**src/sv/qjm_pkg.sv**
```systemverilog
// Shared types, constants and fixed-point helpers for the quad Jacobian map.
package qjm_pkg;

	localparam int NUM_REGS = 8;
	localparam int CFG_IDX_W = 3;
	localparam int NUM_NODES = 4;

	// Corner that supplies x0 and y0 for each node's shape function.
	localparam logic [1:0] XSEL [NUM_NODES] = '{2'd1, 2'd0, 2'd3, 2'd2};
	localparam logic [1:0] YSEL [NUM_NODES] = '{2'd3, 2'd2, 2'd1, 2'd0};

	localparam logic signed [64:0] MAX32 = 65'sd2147483647;
	localparam logic signed [64:0] MIN32 = -65'sd2147483648;

	typedef struct packed {
		logic signed [31:0] corner0_x;
		logic signed [31:0] corner0_y;
		logic signed [31:0] corner1_x;
		logic signed [31:0] corner1_y;
		logic signed [31:0] corner2_x;
		logic signed [31:0] corner2_y;
		logic signed [31:0] corner3_x;
		logic signed [31:0] corner3_y;
		logic signed [31:0] eval_u;
		logic signed [31:0] eval_v;
	} qjm_req_t;

	typedef struct packed {
		logic signed [31:0] determinant;
		logic signed [31:0] inv_00;
		logic signed [31:0] inv_01;
		logic signed [31:0] inv_10;
		logic signed [31:0] inv_11;
		logic signed [31:0] real_x;
		logic signed [31:0] real_y;
		logic               singular;
	} qjm_res_t;

	typedef struct packed {
		logic signed [31:0] c0;
		logic signed [31:0] c1;
		logic signed [31:0] c2;
		logic signed [31:0] c3;
		logic signed [31:0] mx;
		logic signed [31:0] my;
	} qjm_term_t;

	function automatic logic signed [31:0] sat32(input logic signed [64:0] v);
		logic signed [31:0] r;
		if (v > MAX32) begin
			r = 32'sh7fffffff;
		end else if (v < MIN32) begin
			r = 32'sh80000000;
		end else begin
			r = v[31:0];
		end
		return r;
	endfunction

	function automatic logic signed [31:0] rescale(input logic signed [64:0] p,
		input int frac);
		logic signed [64:0] r;
		r = (p + (65'sd1 <<< (frac - 1))) >>> frac;
		return sat32(r);
	endfunction

endpackage

```
**src/sv/qjm_delay.sv**
```systemverilog
// Fixed-length shift line that keeps side data aligned with a divider.
module qjm_delay import qjm_pkg::*; #(
	parameter int W = 32,
	parameter int DEPTH = 4
) (
	input  logic         clk,
	input  logic [W-1:0] d,
	output logic [W-1:0] q
);

	logic [W-1:0] line_s [0:DEPTH-1];

	always_ff @(posedge clk) begin
		line_s[0] <= d;
	end

	for (genvar i = 1; i < DEPTH; i++) begin : g_tap
		always_ff @(posedge clk) begin
			line_s[i] <= line_s[i-1];
		end
	end

	assign q = line_s[DEPTH-1];

endmodule

```
**config.mk**
```make
export PLATFORM = sky130hd
export DESIGN_NAME = qjm_delay
export DESIGN_NICKNAME = d
export VERILOG_FILES = /design/src/sv/qjm_pkg.sv /design/src/sv/qjm_delay.sv
export SDC_FILE = /design/constraint.sdc
export NUM_CORES = 1
export LEC_CHECK = 0
export ABC_AREA = 1
export BUFFER_PORTS_ARGS = -buffer_cell sky130_fd_sc_hd__buf_4
export CAP_MARGIN = 25
export CORE_UTILIZATION = 38
export DETAILED_ROUTE_END_ITERATION = 12
export PLACE_DENSITY = 0.66
export SLEW_MARGIN = 20
export SYNTH_ARGS = -nofsm -noshare
export SYNTH_HDL_FRONTEND = slang
export SYNTH_SLANG_ARGS = --single-unit
```
**constraint.sdc**
```tcl
create_clock -name clk -period 0.8 [get_ports clk]
set_input_delay 0.04 -clock clk [delete_from_list [all_inputs] [get_ports clk]]
set_output_delay 0.04 -clock clk [all_outputs]
set_load 0.005 [all_outputs]
```
==> report_table.html <==
<table>
<tr><th>Metric</th><th>Value</th></tr>
<tr><th colspan="2">Status</th></tr>
<tr><td>Outcome</td><td>finished, violations left</td></tr>
<tr><td>Violated checks</td><td>design-rule violations, negative setup slack</td></tr>
<tr><th colspan="2">Detailed routing</th></tr>
<tr><td>DRT iter0 DRCs</td><td>35</td></tr>
<tr><td>Drc violations</td><td>11</td></tr>
<tr><td>Total via count after detailed routing</td><td>1,207</td></tr>
<tr><td>Routed wire per std cell</td><td>9.73 um</td></tr>
<tr><td>Antenna-violating nets left</td><td>0</td></tr>
<tr><td>Pre-Repair DR Iteration Count</td><td>7</td></tr>
<tr><td>Via-to-Cell Ratio</td><td>3.64</td></tr>
<tr><td>Routed wire length</td><td>3230 um</td></tr>
<tr><th colspan="2">Worst setup path</th></tr>
<tr><td>Data arrival time of the critical path</td><td>0.91 ns</td></tr>
<tr><td>Total buffers and inverters traversed by the critical path</td><td>1</td></tr>
<tr><td>Cell chain of the critical path</td><td>buf_6</td></tr>
<tr><td>Delay of the slowest cell on the worst path</td><td>0.32 ns</td></tr>
<tr><td>Slowest stage cell, crit path</td><td>sky130_fd_sc_hd__dfxtp_2</td></tr>
<tr><td>Kind of start point of the critical path</td><td>flip-flop</td></tr>
<tr><td>Reg2reg start</td><td>line_s[2][7]</td></tr>
<tr><td>Largest delay contributor family on the critical path</td><td>flip-flops</td></tr>
<tr><td>Crit Path Category</td><td>flip-flop to output pin</td></tr>
<tr><td>CP Max Fanout</td><td>1</td></tr>
<tr><td>Worst setup path startpoint</td><td>line_s[3][18]</td></tr>
<tr><td>Critical Path RT</td><td>0.76 ns</td></tr>
<tr><td>Critical Path End Type</td><td>output pin</td></tr>
<tr><th colspan="2">Yosys</th></tr>
<tr><td>Seq cells post-synth</td><td>128</td></tr>
<tr><td>Post-synth design cell area</td><td>2560 um2</td></tr>
<tr><td>Number of nets in the synthesized netlist</td><td>161</td></tr>
<tr><td>Unique masters post-synth</td><td>1</td></tr>
<tr><td>Fraction of the yosys area taken by sequential cells</td><td>100%</td></tr>
<tr><td>Number of standard cells after synthesis</td><td>128</td></tr>
<tr><td>Number of warnings issued by yosys</td><td>0</td></tr>
<tr><td>Post-Synthesis Mean Instance Area</td><td>20.0 um2</td></tr>
<tr><th colspan="2">Die</th></tr>
<tr><td>Ports placed on the boundary</td><td>65</td></tr>
<tr><td>Width of the die</td><td>84.1 um</td></tr>
<tr><td>Initial Utilization</td><td>39.9%</td></tr>
<tr><td>Core box area</td><td>6420 um2</td></tr>
<tr><td>Number of placement rows</td><td>29</td></tr>
<tr><td>Die Height</td><td>84.1 um</td></tr>
<tr><td>DIE AREA</td><td>7080 um2</td></tr>
<tr><th colspan="2">Clock tree</th></tr>
<tr><td>Register clock-pin slew on the reported worst setup and hold paths</td><td>0.06 ns</td></tr>
<tr><td>Number of setup buffers added after CTS</td><td>0</td></tr>
<tr><td>H-tree level count</td><td>4</td></tr>
<tr><td>Maximum clock insertion buffer count</td><td>2</td></tr>
<tr><td>Clock latency on the worst-skew pair</td><td>0.49 ns</td></tr>
<tr><td>CTS sink count</td><td>128</td></tr>
<tr><td>Root Buffer Master</td><td>sky130_fd_sc_hd__clkbuf_8</td></tr>
<tr><td>CTS tree</td><td>done</td></tr>
<tr><td>Cts bufs inserted</td><td>17</td></tr>
<tr><th colspan="2">Final layout</th></tr>
<tr><td>Area of combinational cells with multiple inputs</td><td>0 um2</td></tr>
<tr><td>Area Overhead vs Synth</td><td>60.4%</td></tr>
<tr><td>Final instance area</td><td>4110 um2</td></tr>
<tr><td>Inserted Diodes</td><td>0</td></tr>
<tr><td>Multi-input combinational gate total</td><td>0</td></tr>
<tr><td># fillers</td><td>455</td></tr>
<tr><td>Flip-flop count of the largest register after layout</td><td>128</td></tr>
<tr><td>Most flop-heavy register</td><td>line_s</td></tr>
<tr><td>Fraction of layout cells with a size suffix above 1</td><td>44.7%</td></tr>
<tr><td>Biggest regs</td><td>line_s: 128 flops</td></tr>
<tr><td>Net count of the finished layout</td><td>276</td></tr>
<tr><th colspan="2">STA</th></tr>
<tr><td>Clk_skew</td><td>0.00591 ns</td></tr>
<tr><td>Final Hold Viols</td><td>0</td></tr>
<tr><td>Period utilization</td><td>119%</td></tr>
<tr><td>Slew @ Worst Pin</td><td>0.266 ns</td></tr>
<tr><td>Slew margin rel.</td><td>82.2%</td></tr>
<tr><td>Final setup TNS</td><td>-4.50 ns</td></tr>
<tr><td>Minimum setup slack in the final design</td><td>-0.154 ns</td></tr>
<tr><td>Crit path time final</td><td>0.954 ns</td></tr>
<tr><td>Slew Viols, Final</td><td>0</td></tr>
<tr><td>Setup repair after global routing missed its margin</td><td>yes</td></tr>
<tr><td>Final setup viols</td><td>32</td></tr>
<tr><td>Achievable clock frequency</td><td>1.05 GHz</td></tr>
<tr><th colspan="2">Min path</th></tr>
<tr><td>Hold Crit Start</td><td>d[11]</td></tr>
<tr><td>Kind of path behind the tightest hold check</td><td>input port to flip-flop</td></tr>
<tr><th colspan="2">Pwr</th></tr>
<tr><td>PD cells</td><td>3440 nW/um2</td></tr>
<tr><td>Power, Total</td><td>14.1 mW</td></tr>
<tr><td>Worst vdd ir</td><td>1.82 mV</td></tr>
<tr><td>Leakage power summed over all cells</td><td>1.82 nW</td></tr>
<tr><th colspan="2">Placement</th></tr>
<tr><td>RePlAce Congestion</td><td>0.565</td></tr>
<tr><td>Port bufs</td><td>64</td></tr>
<tr><td>Area of placed instances</td><td>3140 um2</td></tr>
<tr><th colspan="2">Flow run</th></tr>
<tr><td># Max-Cap Violations</td><td>0</td></tr>
<tr><th colspan="2">GRT</th></tr>
<tr><td>Global-route wire length before repair</td><td>5040 um</td></tr>
<tr><td>Initial antenna violation count</td><td>0</td></tr>
<tr><td>Via count of the first global-routing pass</td><td>1,187</td></tr>
<tr><td>Global-route usage over all layers</td><td>10.2%</td></tr>
<tr><td>Largest net degree at the start of global routing</td><td>17</td></tr>
<tr><td>Overflow left after global routing</td><td>0</td></tr>
</table>
-- final cells by class --
class / instances / area, um2 / area share (%)
Sequential cell: 128 / 2590 / 63.0
Timing Repair Buffer: 96 / 876 / 21.3
Clock inverter: 12 / 119 / 2.89
Tap cell: 77 / 96.3 / 2.34
Clock buffer: 19 / 432 / 10.5
-- kinds of logic (layout without fill, tap and decap cells) --
group | count (synthesis) | after routing | synth area share, %
flops | 128 | 128 | 100
buf+inv | 0 | 127 | 0
-- routing by layer --
| metal | share of wire [%] | global-route usage (%) | vias to the layer above |
|---|---|---|---|
| met4 | 1.4 | 7.99 | 0 |
| met2 | 55 | 16.8 | 46 |
| li1 | - | - | 629 |
| met3 | 6.4 | 5.93 | 6 |
| met5 | 0 | 0 | - |
| met1 | 38 | 9.08 | 526 |
-- what timing repair did --
action / CTS / global route
endpoints found under the setup margin: 32 / 32
hold buffers: 32 / 0
resized for setup: 17 / 23
endpoints found under the hold margin: 32 / 0
-- Yosys cell counts --
library cell                n  area [um2]
sky130_fd_sc_hd__dfxtp_1  128        2560
-- placed cells by master (no fill, tap or decap) --
cell,instances
sky130_fd_sc_hd__clkinv_2,7
sky130_fd_sc_hd__dfxtp_2,20
sky130_fd_sc_hd__clkbuf_16,16
sky130_fd_sc_hd__bufinv_16,2
sky130_fd_sc_hd__buf_4,44
sky130_fd_sc_hd__clkbuf_1,1
sky130_fd_sc_hd__dlygate4sd3_1,32
sky130_fd_sc_hd__clkinvlp_4,2
sky130_fd_sc_hd__clkinv_4,1
sky130_fd_sc_hd__clkbuf_8,2
sky130_fd_sc_hd__dfxtp_1,108
sky130_fd_sc_hd__buf_6,20
-- worst paths after layout --
kind / to / slack (ns) / cells past startpoint
worst min-delay path: line_s[0][11] / 0.20 / 2
worst max register to register: line_s[3][7] / 0.39 / 0
worst max-delay path: q[18] / -0.15 / 1
worst min register to register: line_s[1][10] / 0.32 / 0
-- power breakdown --
| part | internal (mW) | total [mW] | leakage, nW | switching [mW] |
|---|---|---|---|---|
| clock network | 4.45 | 6.90 | 0.273 | 2.45 |
| registers | 6.74 | 6.82 | 1.08 | 0.0835 |
| logic | 0.325 | 0.410 | 0.466 | 0.0847 |
| total | 11.5 | 14.1 | 1.82 | 2.62 |
-- through the flow --
stage	hold WS, ns	cells	utilization [%]	setup WS, ns
2_1_floorplan	0.0677	128	-	0.420
3_3_place_gp	0.144	269	48.9	0.341
3_5_place_dp	0.146	269	48.9	0.343
4_1_cts	0.156	332	63.1	-0.189
5_1_grt	0.169	332	64.0	-0.199
6_report	0.196	332	64.0	-0.154
Power figures use the tool's default switching activity.
